**src/rtl/bdpr_pkg.sv**
```systemverilog
package bdpr_pkg;

    localparam int NUM_BUTTONS = 4;
    localparam int SLOTS_PER_BUTTON = 2;
    localparam int NUM_SLOTS = NUM_BUTTONS * SLOTS_PER_BUTTON;
    localparam int SLOT_W = $clog2(NUM_SLOTS);
    localparam int BTN_W = $clog2(NUM_BUTTONS);
    localparam int CFG_W = 16;
    localparam int TICK_W = 32;
    localparam int CFG_IDX_W = 2;

    localparam logic [CFG_W-1:0] DEBOUNCE_RST = 16'd20;
    localparam logic [CFG_W-1:0] LONG_PRESS_RST = 16'd1000;
    localparam logic [CFG_W-1:0] REPEAT_DELAY_RST = 16'd500;
    localparam logic [CFG_W-1:0] REPEAT_INTERVAL_RST = 16'd100;

    localparam logic [CFG_IDX_W-1:0] REG_DEBOUNCE = 2'd0;
    localparam logic [CFG_IDX_W-1:0] REG_LONG_PRESS = 2'd1;
    localparam logic [CFG_IDX_W-1:0] REG_REPEAT_DELAY = 2'd2;
    localparam logic [CFG_IDX_W-1:0] REG_REPEAT_INTERVAL = 2'd3;

    localparam int BTN_UP = 0;
    localparam int BTN_DOWN = 1;
    localparam int BTN_BACK = 3;

    typedef enum logic [2:0] {
        EV_SHORT_PRESS  = 3'd0,
        EV_LONG_PRESS   = 3'd1,
        EV_REPEAT       = 3'd2,
        EV_RELEASE_LONG = 3'd3,
        EV_WAKE         = 3'd4
    } event_kind_t;

    typedef struct packed {
        event_kind_t       kind;
        logic [TICK_W-1:0] hold;
    } slot_t;

endpackage

```
**src/rtl/button_debounce_press_repeat_unit.sv**
```systemverilog
// Debounces four buttons (up, down, select, back) once per accepted tick item
// and reports wake, long-press, auto-repeat, short-press and release-after-long
// events. All per-button state is updated in the cycle the item is accepted;
// the events it causes (zero to seven) are parked in an event buffer and leave
// through the result register one per cycle while m_ready allows, in button
// order, the last one flagged with m_last_event. After an item causing no event
// or one event, the next tick can be taken back to back if m_ready is high; an
// item causing more events holds the input while they drain through the single
// result port. The next item is taken in the same cycle the buffer's final event moves out.
// Configuration registers are written through cfg_wr_en/cfg_index/cfg_wdata.
module button_debounce_press_repeat_unit (
    input  logic                                  aclk,
    input  logic                                  aresetn,

    input  logic                                  cfg_wr_en,
    input  logic [bdpr_pkg::CFG_IDX_W-1:0]        cfg_index,
    input  logic [bdpr_pkg::CFG_W-1:0]            cfg_wdata,

    input  logic                                  s_valid,
    output logic                                  s_ready,
    input  logic [bdpr_pkg::NUM_BUTTONS-1:0]      s_raw_buttons,

    output logic                                  m_valid,
    input  logic                                  m_ready,
    output logic [bdpr_pkg::BTN_W-1:0]            m_button_index,
    output logic [2:0]                            m_event_kind,
    output logic [bdpr_pkg::TICK_W-1:0]           m_hold_time,
    output logic [bdpr_pkg::TICK_W-1:0]           m_event_tick,
    output logic [bdpr_pkg::NUM_BUTTONS-1:0]      m_pressed_mask,
    output logic                                  m_last_event
);

    localparam int NB = bdpr_pkg::NUM_BUTTONS;
    localparam int NS = bdpr_pkg::NUM_SLOTS;
    localparam int TW = bdpr_pkg::TICK_W;
    localparam int CW = bdpr_pkg::CFG_W;

    // configuration
    logic [CW-1:0] debounce_reg, long_press_reg, repeat_delay_reg, repeat_interval_reg;

    // per-button state
    logic [TW-1:0] tick_reg;
    logic [NB-1:0] prior_raw_reg, prior_raw_next;
    logic [CW-1:0] stable_reg [NB];
    logic [CW-1:0] stable_next [NB];
    logic [NB-1:0] level_reg, level_next;
    logic [TW-1:0] press_start_reg [NB];
    logic [TW-1:0] press_start_next [NB];
    logic [TW-1:0] repeat_mark_reg [NB];
    logic [TW-1:0] repeat_mark_next [NB];
    logic [NB-1:0] long_rep_reg, long_rep_next;

    // event buffer
    logic [NS-1:0]          pend_reg, pend_next;
    bdpr_pkg::slot_t        slot_reg [NS];
    bdpr_pkg::slot_t        slot_next [NS];
    logic [TW-1:0]          buf_tick_reg;
    logic [NB-1:0]          buf_mask_reg;

    // result register
    logic                   m_valid_reg;
    logic [bdpr_pkg::BTN_W-1:0] m_button_reg;
    bdpr_pkg::event_kind_t  m_kind_reg;
    logic [TW-1:0]          m_hold_reg;
    logic [TW-1:0]          m_tick_reg;
    logic [NB-1:0]          m_mask_reg;
    logic                   m_last_reg;

    logic                   s_accept;
    logic                   out_load;
    logic [bdpr_pkg::SLOT_W-1:0] pick_idx;
    logic [NS-1:0]          pend_after;

    assign out_load = (pend_reg != '0) && (!m_valid_reg || m_ready);

    always_comb begin
        pick_idx = '0;
        for (int i = NS - 1; i >= 0; i--) begin
            if (pend_reg[i]) begin
                pick_idx = i[bdpr_pkg::SLOT_W-1:0];
            end
        end
    end

    assign pend_after = pend_reg & ~(NS'(1) << pick_idx);

    // take a new item once the buffer is empty or its final event leaves now
    assign s_ready  = (pend_reg == '0) || (out_load && pend_after == '0);
    assign s_accept = s_valid && s_ready;

    // per-button lanes
    always_comb begin
        logic          raw, was, press, release_ev, held_ev;
        logic [CW-1:0] stab;
        logic [TW-1:0] hold, since_rep;
        bdpr_pkg::event_kind_t held_kind;

        for (int b = 0; b < NB; b++) begin
            raw = s_raw_buttons[b];
            was = level_reg[b];

            if (raw == prior_raw_reg[b]) begin
                stab = (stable_reg[b] < debounce_reg) ? stable_reg[b] + 1'b1 : stable_reg[b];
            end else begin
                stab = '0;
            end
            stable_next[b]    = stab;
            prior_raw_next[b] = raw;
            level_next[b]     = (stab >= debounce_reg) ? raw : was;

            press      = level_next[b] && !was;
            release_ev = !level_next[b] && was;

            press_start_next[b] = press ? tick_reg : press_start_reg[b];
            hold      = press ? '0 : tick_reg - press_start_reg[b];
            since_rep = press ? '0 : tick_reg - repeat_mark_reg[b];
            long_rep_next[b]    = press ? 1'b0 : long_rep_reg[b];
            repeat_mark_next[b] = press ? tick_reg : repeat_mark_reg[b];

            held_ev   = 1'b0;
            held_kind = bdpr_pkg::EV_REPEAT;
            if (level_next[b]) begin
                if (b == bdpr_pkg::BTN_BACK && !long_rep_next[b]
                    && hold >= TW'(long_press_reg)) begin
                    held_ev          = 1'b1;
                    held_kind        = bdpr_pkg::EV_LONG_PRESS;
                    long_rep_next[b] = 1'b1;
                end
                if ((b == bdpr_pkg::BTN_UP || b == bdpr_pkg::BTN_DOWN)
                    && hold >= TW'(repeat_delay_reg)
                    && since_rep >= TW'(repeat_interval_reg)) begin
                    held_ev             = 1'b1;
                    held_kind           = bdpr_pkg::EV_REPEAT;
                    repeat_mark_next[b] = tick_reg;
                end
            end

            // first slot: wake, else the held event, else the release
            pend_next[2*b]      = press || held_ev || release_ev;
            pend_next[2*b+1]    = press && held_ev;
            slot_next[2*b+1].kind = held_kind;
            slot_next[2*b+1].hold = hold;
            if (press) begin
                slot_next[2*b].kind = bdpr_pkg::EV_WAKE;
                slot_next[2*b].hold = '0;
            end else if (held_ev) begin
                slot_next[2*b].kind = held_kind;
                slot_next[2*b].hold = hold;
            end else begin
                slot_next[2*b].kind = long_rep_reg[b] ? bdpr_pkg::EV_RELEASE_LONG
                                                      : bdpr_pkg::EV_SHORT_PRESS;
                slot_next[2*b].hold = hold;
            end
        end
    end

    always_ff @(posedge aclk) begin
        if (!aresetn) begin
            debounce_reg        <= bdpr_pkg::DEBOUNCE_RST;
            long_press_reg      <= bdpr_pkg::LONG_PRESS_RST;
            repeat_delay_reg    <= bdpr_pkg::REPEAT_DELAY_RST;
            repeat_interval_reg <= bdpr_pkg::REPEAT_INTERVAL_RST;
        end else if (cfg_wr_en) begin
            unique case (cfg_index)
                bdpr_pkg::REG_DEBOUNCE:        debounce_reg        <= cfg_wdata;
                bdpr_pkg::REG_LONG_PRESS:      long_press_reg      <= cfg_wdata;
                bdpr_pkg::REG_REPEAT_DELAY:    repeat_delay_reg    <= cfg_wdata;
                bdpr_pkg::REG_REPEAT_INTERVAL: repeat_interval_reg <= cfg_wdata;
                default: ;
            endcase
        end
    end

    always_ff @(posedge aclk) begin
        if (!aresetn) begin
            tick_reg      <= '0;
            prior_raw_reg <= '0;
            level_reg     <= '0;
            long_rep_reg  <= '0;
            for (int b = 0; b < NB; b++) begin
                stable_reg[b]      <= '0;
                press_start_reg[b] <= '0;
                repeat_mark_reg[b] <= '0;
            end
        end else if (s_accept) begin
            tick_reg      <= tick_reg + 1'b1;
            prior_raw_reg <= prior_raw_next;
            level_reg     <= level_next;
            long_rep_reg  <= long_rep_next;
            for (int b = 0; b < NB; b++) begin
                stable_reg[b]      <= stable_next[b];
                press_start_reg[b] <= press_start_next[b];
                repeat_mark_reg[b] <= repeat_mark_next[b];
            end
        end
    end

    always_ff @(posedge aclk) begin
        if (!aresetn) begin
            pend_reg <= '0;
        end else if (s_accept) begin
            pend_reg <= pend_next;
        end else if (out_load) begin
            pend_reg <= pend_after;
        end
    end

    always_ff @(posedge aclk) begin
        if (s_accept) begin
            buf_tick_reg <= tick_reg;
            buf_mask_reg <= level_next;
            for (int i = 0; i < NS; i++) begin
                slot_reg[i] <= slot_next[i];
            end
        end
    end

    always_ff @(posedge aclk) begin
        if (!aresetn) begin
            m_valid_reg <= 1'b0;
        end else if (out_load) begin
            m_valid_reg <= 1'b1;
        end else if (m_ready) begin
            m_valid_reg <= 1'b0;
        end
    end

    always_ff @(posedge aclk) begin
        if (out_load) begin
            m_button_reg <= pick_idx[bdpr_pkg::SLOT_W-1:1];
            m_kind_reg   <= slot_reg[pick_idx].kind;
            m_hold_reg   <= slot_reg[pick_idx].hold;
            m_tick_reg   <= buf_tick_reg;
            m_mask_reg   <= buf_mask_reg;
            m_last_reg   <= (pend_after == '0);
        end
    end

    assign m_valid        = m_valid_reg;
    assign m_button_index = m_button_reg;
    assign m_event_kind   = m_kind_reg;
    assign m_hold_time    = m_hold_reg;
    assign m_event_tick   = m_tick_reg;
    assign m_pressed_mask = m_mask_reg;
    assign m_last_event   = m_last_reg;

endmodule

```
**config.mk**
```make
export PLATFORM = sky130hd
export DESIGN_NAME = button_debounce_press_repeat_unit
export DESIGN_NICKNAME = d
export VERILOG_FILES = /design/src/rtl/bdpr_pkg.sv /design/src/rtl/button_debounce_press_repeat_unit.sv
export SDC_FILE = /design/constraint.sdc
export NUM_CORES = 2
export LEC_CHECK = 0
export ABC_CLOCK_PERIOD_IN_PS = 30400
export BUFFER_PORTS_ARGS = -buffer_cell sky130_fd_sc_hd__buf_2
export CAP_MARGIN = 40
export CORE_ASPECT_RATIO = 2
export CORE_MARGIN = 8
export CORE_UTILIZATION = 65
export CTS_CLUSTER_SIZE = 16
export DETAILED_ROUTE_END_ITERATION = 12
export GPL_ROUTABILITY_DRIVEN = 0
export GPL_TIMING_DRIVEN = 1
export PLACE_DENSITY_LB_ADDON = 0.05
export SLEW_MARGIN = 15
export SYNTH_ARGS = -nofsm -noshare
export SYNTH_HDL_FRONTEND = slang
export SYNTH_SLANG_ARGS = --single-unit
export TNS_END_PERCENT = 10
```
**constraint.sdc**
```tcl
create_clock -name aclk -period 30.4 [get_ports aclk]
set_input_delay 6.08 -clock aclk [delete_from_list [all_inputs] [get_ports aclk]]
set_output_delay 6.08 -clock aclk [all_outputs]
set_load 0.03 [all_outputs]
```
### Yosys cells after proc, flatten, opt, wreduce, memory -nomap -nowiden

Memories as Yosys holds them, arrays and structs flattened. A register that Yosys moved wholly into a read port is not among the register bits.
Index checks and enable logic that the tools add are counted.

| cells by class | value |
|---|---|
| $add $sub $neg | 11 |
| order comparisons | 13 |
| muxes and demuxes | 78 |
| eq/ne operators | 9 |
| shift operators | 1 |
| reduce and logical (&&, ||, !) cells | 49 |
| bitwise gates (word level) | 15 |

Operators with widths:

| cell | count |
|---|---|
| $mux W32 | 26 |
| $mux W16 | 12 |
| $sub A32 B32 Y32 | 6 |
| $mux W35 | 5 |
| $ge A32 B16 Y1 | 5 |
| $mux W34 | 2 |
| $add A16 B1 Y16 const B | 4 |
| $ge A16 B16 Y1 | 4 |
| $lt A16 B16 Y1 | 4 |
| $add A32 B1 Y32 const B | 1 |
| $mux W3 | 8 |
| $mux W1 | 20 |
| $logic_and A1 B1 Y1 | 17 |
| $logic_not A8 Y1 | 2 |
| $mux W8 | 2 |
| $or A1 B1 Y1 | 12 |
| $reduce_and A2 Y1 | 6 |
| $logic_not A1 Y1 | 10 |
| $logic_or A1 B1 Y1 | 9 |
| $and A8 B8 Y8 | 1 |
| $not A8 Y8 | 1 |
| $reduce_bool A8 Y1 | 1 |
| $shl A1 B3 Y8 const A | 1 |
| $mux W2 | 3 |
| other kinds (8) | 14 |

| word-level totals | value |
|---|---|
| RAM bits | 600 |
| register bits after elaboration | 189 |
| output and inout bits | 76 |
| memories kept | 4 |

Memory list:

| name | words | width | read ports | clocked after Yosys merged registers in | write ports | RTL line | RTL |
|---|---|---|---|---|---|---|---|
| slot_reg | 8 | 35 | 1 | 1 | 8 | button_debounce_press_repeat_unit.sv:55 | `bdpr_pkg::slot_t slot_reg [NS];` |
| press_start_reg | 4 | 32 | 4 | 0 | 4 | button_debounce_press_repeat_unit.sv:47 | `logic [TW-1:0] press_start_reg [NB];` |
| repeat_mark_reg | 4 | 32 | 2 | 0 | 4 | button_debounce_press_repeat_unit.sv:49 | `logic [TW-1:0] repeat_mark_reg [NB];` |
| stable_reg | 4 | 16 | 4 | 0 | 4 | button_debounce_press_repeat_unit.sv:44 | `logic [CW-1:0] stable_reg [NB];` |

### Depth between registers and ports, before layout

| depth | value |
|---|---|
| word-level depth | 20 |
| mapped depth | 40 |
| mapped depth without buffers | 36 |

### Worst setup path before layout

Ideal clock, no wire load.

| timing path | value |
|---|---|
| path type | input-to-reg |
| start | input m_ready |
| end | memory press_start_reg[2][0] (netlist name) (enable) |
| buffers on the path | 2 |
| arrival time | 16.858 ns |
| cell stages on the path | 9 |
| path slack | 13.151 ns |
| library setup time | 0.391 ns |
| cells stage by stage | nor2b_1 -> or3_1 -> nand2_1 -> nand2_1 -> inv_2 -> clkbuf_1 -> clkbuf_1 -> nand2_1 -> nand2_1 |

RTL lines:

| element | RTL line | RTL |
|---|---|---|
| from (decl) | button_debounce_press_repeat_unit.sv:24 | `input logic m_ready,` |
| to (decl) | button_debounce_press_repeat_unit.sv:47 |  |

### Worst setup path after layout

| timing path | value |
|---|---|
| start | input m_ready |
| end | output s_ready |

| between the ends | value |
|---|---|
| word-level cells in the longest chain between the ends | 4 |

Ends and longest elaborated chain:

| element | RTL line | RTL |
|---|---|---|
| $logic_or A1 B1 Y1 | button_debounce_press_repeat_unit.sv:74 | `assign out_load = (pend_reg != '0) && (!m_valid_reg \|\| m_ready);` |
| $logic_and A1 B1 Y1 | button_debounce_press_repeat_unit.sv:74 |  |
| $logic_and A1 B1 Y1 | button_debounce_press_repeat_unit.sv:88 | `assign s_ready = (pend_reg == '0) \|\| (out_load && pend_after == '0);` |
| $logic_or A1 B1 Y1 | button_debounce_press_repeat_unit.sv:88 |  |
| to (decl) | button_debounce_press_repeat_unit.sv:20 | `output logic s_ready,` |

Every way passes these cells.

==> results.cfg <==
[status]
run_status = finished, final reports clean

[setup_path]
crit_top_cell = sky130_fd_sc_hd__buf_2
critical_path.top_delay_family = simple AND/OR/NAND/NOR gates
cp.depth = 5
cp_data_arrival_time_ps = 7120
worstSetupEndpointType = primary output
reg2reg_setup_slack_ps = 20740
crit_path_max_fanout = 7
crit_path_start_kind = input pin
critical_path.reg2reg.endpoint = repeat_mark_reg[0][41]$_SDFFCE_PN0P_
path_class = in -> out
number_of_cell_instances_on_the_worst_register_to_register_path = 38
worstPathBufferInverterCount = 2
crit_slowest_cell = sky130_fd_sc_hd__nor2b_1
worstReg2RegStart = debounce_reg[1]$_SDFFE_PN0P_
timing.critical_path.slowest_cell_delay_ps = 460
cell_chain_of_the_critical_path = buf_2 -> nor2b_1 -> or3_1 -> nand2_1 -> buf_2
required_ps = 24320

[logic_synthesis]
synth_cell_types = 102
ys_seq_area_frac = 0.466
synth_area_per_inst_um2 = 9.84
yosys_register_bits = 746
synth-warning-count = 0
main_flop_type_after_synthesis = sky130_fd_sc_hd__edfxtp_1
synthesis.area_um2 = 45600
count_of_flip_flops_with_a_built_in_enable_after_synthesis = 632
synthCells = 4632
synth.net_count = 5061
synth-async-reset-ratio = 0

[timing]
worst_clock_skew_ps = 30.6
grt_setup_unrepaired = no
period_utilisation_layout = 0.434
final.setup.tns_ps = 0
fmax_mhz = 75.8
timing.final.hold_violations = 0
worstMarginPinSlew_ps = 1190
report.final.slew_viol_count = 0
setup_ws_ps = 17200
finalSetupViolations = 0
slew-limit-headroom = 0.209
final_period_minus_worst_setup_slack_ps = 13200

[floorplan]
starting_density_of_the_core = 0.655
die_w_um = 203
coreArea_um2 = 69600
ios = 103
fp-row-count = 137
die_h_um = 391
dieArea_um2 = 79400

[detailed_routing]
routed_wirelength_um = 148000
routedWlPerCell_um = 26.0
initialDrtViolationCount = 2753
drt-vias-per-instance = 6.47
detailroute.via_count = 36900
drt_drc_violations_left = 0
drt.antenna.violating_nets = 0
detailedRoute.firstPassIterationCount = 6

[cells_and_area]
largest_register_ffs = 266
synthToLayoutAreaGrowth_pct = 8.95
layout.nets = 5164
layout.cells.non_filler = 5696
drive_above_1_share = 0.0844

[pwr]
worst_ir_drop_vdd_mv = 0.0760
cellLeakagePower_nw = 20.8
areal_power_density_over_the_cells_nw_per_um2 = 93.6

[global_routing]
grt_max_degree = 86
grt_antenna_before_repair = 6
wire_length_of_the_first_global_routing_pass_um = 220000
track_usage = 0.373
grt_pass1_vias = 36700
grt_overflow = 0

[min_path]
min_delay_worst_endpoint = m_event_tick[9]$_DFFE_PP_
timing.hold.worst_path_depth = 0
min_from = buf_tick_reg[9]$_DFFE_PP_
path_class_of_the_lowest_slack_min_delay_path = reg -> reg

[placed_design]
placed_cells_incl_taps = 5560
place_hpwl_um = 110000
placement.setup.worst_slack_ps = 17180
io_buffer_count = 102

[clock_tree]
cts.hold.buffers_added = 0
clock_sink_count = 746
ctsLongestPathBuffers = 3
numCtsBuffers = 68
cts_resized = 0
clock_tree.htree_level_count = 3
clk-insertion-delay-late_ps = 670
clk_pin_slew_worst_paths_ps = 70
cts_tree = built
clock_tree.root_cell = sky130_fd_sc_hd__clkbuf_16
post_cts_buffers = 0

[run]
maxCapViolations = 0
## cell type report
type / count / area, um2
Antenna cell: 4 / 10.0
Sequential cell: 746 / 21300
Clock buffer: 95 / 2010
Clock inverter: 29 / 284
Fill cell: 5273 / 19900
Inverter: 380 / 1440
Tap cell: 903 / 1130
Timing Repair Buffer: 193 / 1360
Multi-Input combinational cell: 3346 / 22200
## cell usage after synthesis, types with 7 or more instances
library cell                count  area (um2)
sky130_fd_sc_hd__a21oi_1      260        1300
sky130_fd_sc_hd__xor2_1        96         841
sky130_fd_sc_hd__nor4_1        26         163
sky130_fd_sc_hd__clkbuf_1     112         420
sky130_fd_sc_hd__and2_1        26         163
sky130_fd_sc_hd__o31ai_1       16         120
sky130_fd_sc_hd__a31o_2         7        61.3
sky130_fd_sc_hd__nor3_1        69         345
sky130_fd_sc_hd__or2_2         19         119
sky130_fd_sc_hd__o21a_1        38         285
sky130_fd_sc_hd__a211oi_1      58         435
sky130_fd_sc_hd__mux2i_1       59         591
sky130_fd_sc_hd__o2111ai_1     10        87.6
sky130_fd_sc_hd__a211o_1       14         123
sky130_fd_sc_hd__xnor2_1      132        1160
sky130_fd_sc_hd__nand3_1      122         611
sky130_fd_sc_hd__a21boi_0      14         105
sky130_fd_sc_hd__nand2b_1      42         263
sky130_fd_sc_hd__edfxtp_1     632       19000
sky130_fd_sc_hd__nor2_1       544        2040
sky130_fd_sc_hd__a31oi_1       22         138
sky130_fd_sc_hd__a2111oi_0     11        96.3
sky130_fd_sc_hd__inv_1        378        1420
sky130_fd_sc_hd__o211ai_1      37         278
sky130_fd_sc_hd__a221oi_1       8        70.1
sky130_fd_sc_hd__and3_1        43         269
sky130_fd_sc_hd__nor2b_1       33         206
sky130_fd_sc_hd__clkbuf_8      10         138
sky130_fd_sc_hd__nand2_1      576        2160
sky130_fd_sc_hd__o21ai_0      250        1250
sky130_fd_sc_hd__nand4_1       65         407
sky130_fd_sc_hd__ha_1         396        4950
sky130_fd_sc_hd__and4_1         9        78.8
sky130_fd_sc_hd__o21bai_1      17         128
sky130_fd_sc_hd__o31a_1        12         105
sky130_fd_sc_hd__mux4_2        32         721
sky130_fd_sc_hd__a21o_1       122         916
sky130_fd_sc_hd__buf_1         20        75.1
sky130_fd_sc_hd__dfxtp_1      114        2280
sky130_fd_sc_hd__or3_1         23         144
## metrics by stage
stage | instance area, um2 | util | hold slack [ps] | total power, mW
after floorplan | 45600 | - | 400 | 3.12
after global placement | 47000 | 0.676 | 401 | 3.65
after detailed placement | 47200 | 0.679 | 405 | 3.71
after CTS | 49500 | 0.712 | 413 | 4.62
after global routing | 49600 | 0.713 | 423 | 4.88
final | 49700 | 0.714 | 411 | 4.65
## cells in the final DEF (no fill, tap or decap), types with 12 or more instances in the layout
master	n
sky130_fd_sc_hd__a211o_1	14
sky130_fd_sc_hd__a211oi_1	56
sky130_fd_sc_hd__a21boi_0	14
sky130_fd_sc_hd__a21o_1	122
sky130_fd_sc_hd__a21oi_1	259
sky130_fd_sc_hd__a31oi_1	22
sky130_fd_sc_hd__and2_1	25
sky130_fd_sc_hd__and3_1	43
sky130_fd_sc_hd__buf_2	103
sky130_fd_sc_hd__buf_4	79
sky130_fd_sc_hd__clkbuf_1	14
sky130_fd_sc_hd__clkbuf_16	75
sky130_fd_sc_hd__dfxtp_1	114
sky130_fd_sc_hd__edfxtp_1	632
sky130_fd_sc_hd__ha_1	395
sky130_fd_sc_hd__inv_1	375
sky130_fd_sc_hd__mux2i_1	59
sky130_fd_sc_hd__mux4_2	32
sky130_fd_sc_hd__nand2_1	575
sky130_fd_sc_hd__nand2b_1	42
sky130_fd_sc_hd__nand3_1	122
sky130_fd_sc_hd__nand4_1	65
sky130_fd_sc_hd__nor2_1	543
sky130_fd_sc_hd__nor2b_1	33
sky130_fd_sc_hd__nor3_1	69
sky130_fd_sc_hd__nor4_1	26
sky130_fd_sc_hd__o211ai_1	37
sky130_fd_sc_hd__o21a_1	38
sky130_fd_sc_hd__o21ai_0	245
sky130_fd_sc_hd__o21bai_1	17
sky130_fd_sc_hd__o31a_1	12
sky130_fd_sc_hd__o31ai_1	16
sky130_fd_sc_hd__or2_2	18
sky130_fd_sc_hd__or3_1	23
sky130_fd_sc_hd__xnor2_1	132
sky130_fd_sc_hd__xor2_1	96
## routing by layer
metal | vias up | GRT usage | share of wire
li1 | 16800 | - | -
met1 | 17500 | 0.345 | 0.31
met2 | 1750 | 0.650 | 0.50
met3 | 772 | 0.0786 | 0.065
met4 | 2 | 0.390 | 0.13
met5 | - | 0 | 0.000081
## kinds of logic (layout without fill, tap and decap cells)
family | Yosys count | count (layout) | synth area share
AOI/OAI and AO/OA | 989 | 989 | 0.140
muxes | 93 | 93 | 0.0293
other | 0 | 4 | 0
xor gates and xnor gates | 228 | 228 | 0.0438
adders and majority gates | 402 | 402 | 0.111
DFF | 746 | 746 | 0.466
and+or+nand+nor | 1634 | 1634 | 0.160
buffers and inverters | 540 | 697 | 0.0491
## how the worst max path moves through the flow
stage	from	endpoint	slack, ps
floorplan	m_ready	press_start_reg[2][0]$_DFFE_PP_	13150
global placement	m_ready	s_ready	17230
detailed placement	s_raw_buttons[1]	repeat_mark_reg[0][35]$_SDFFCE_PN0P_	17180
CTS	m_ready	s_ready	17180
global route	m_ready	s_ready	17120
finish	m_ready	s_ready	17200
## where the power goes
part	internal (mW)	total [mW]	leakage, nW	switching [mW]
clock network	0.502	0.907	1.12	0.405
logic	0.644	2.00	12.4	1.36
registers	1.60	1.74	7.30	0.142
total	2.74	4.65	20.8	1.91
Note: power is estimated with default switching activity, not from simulation.
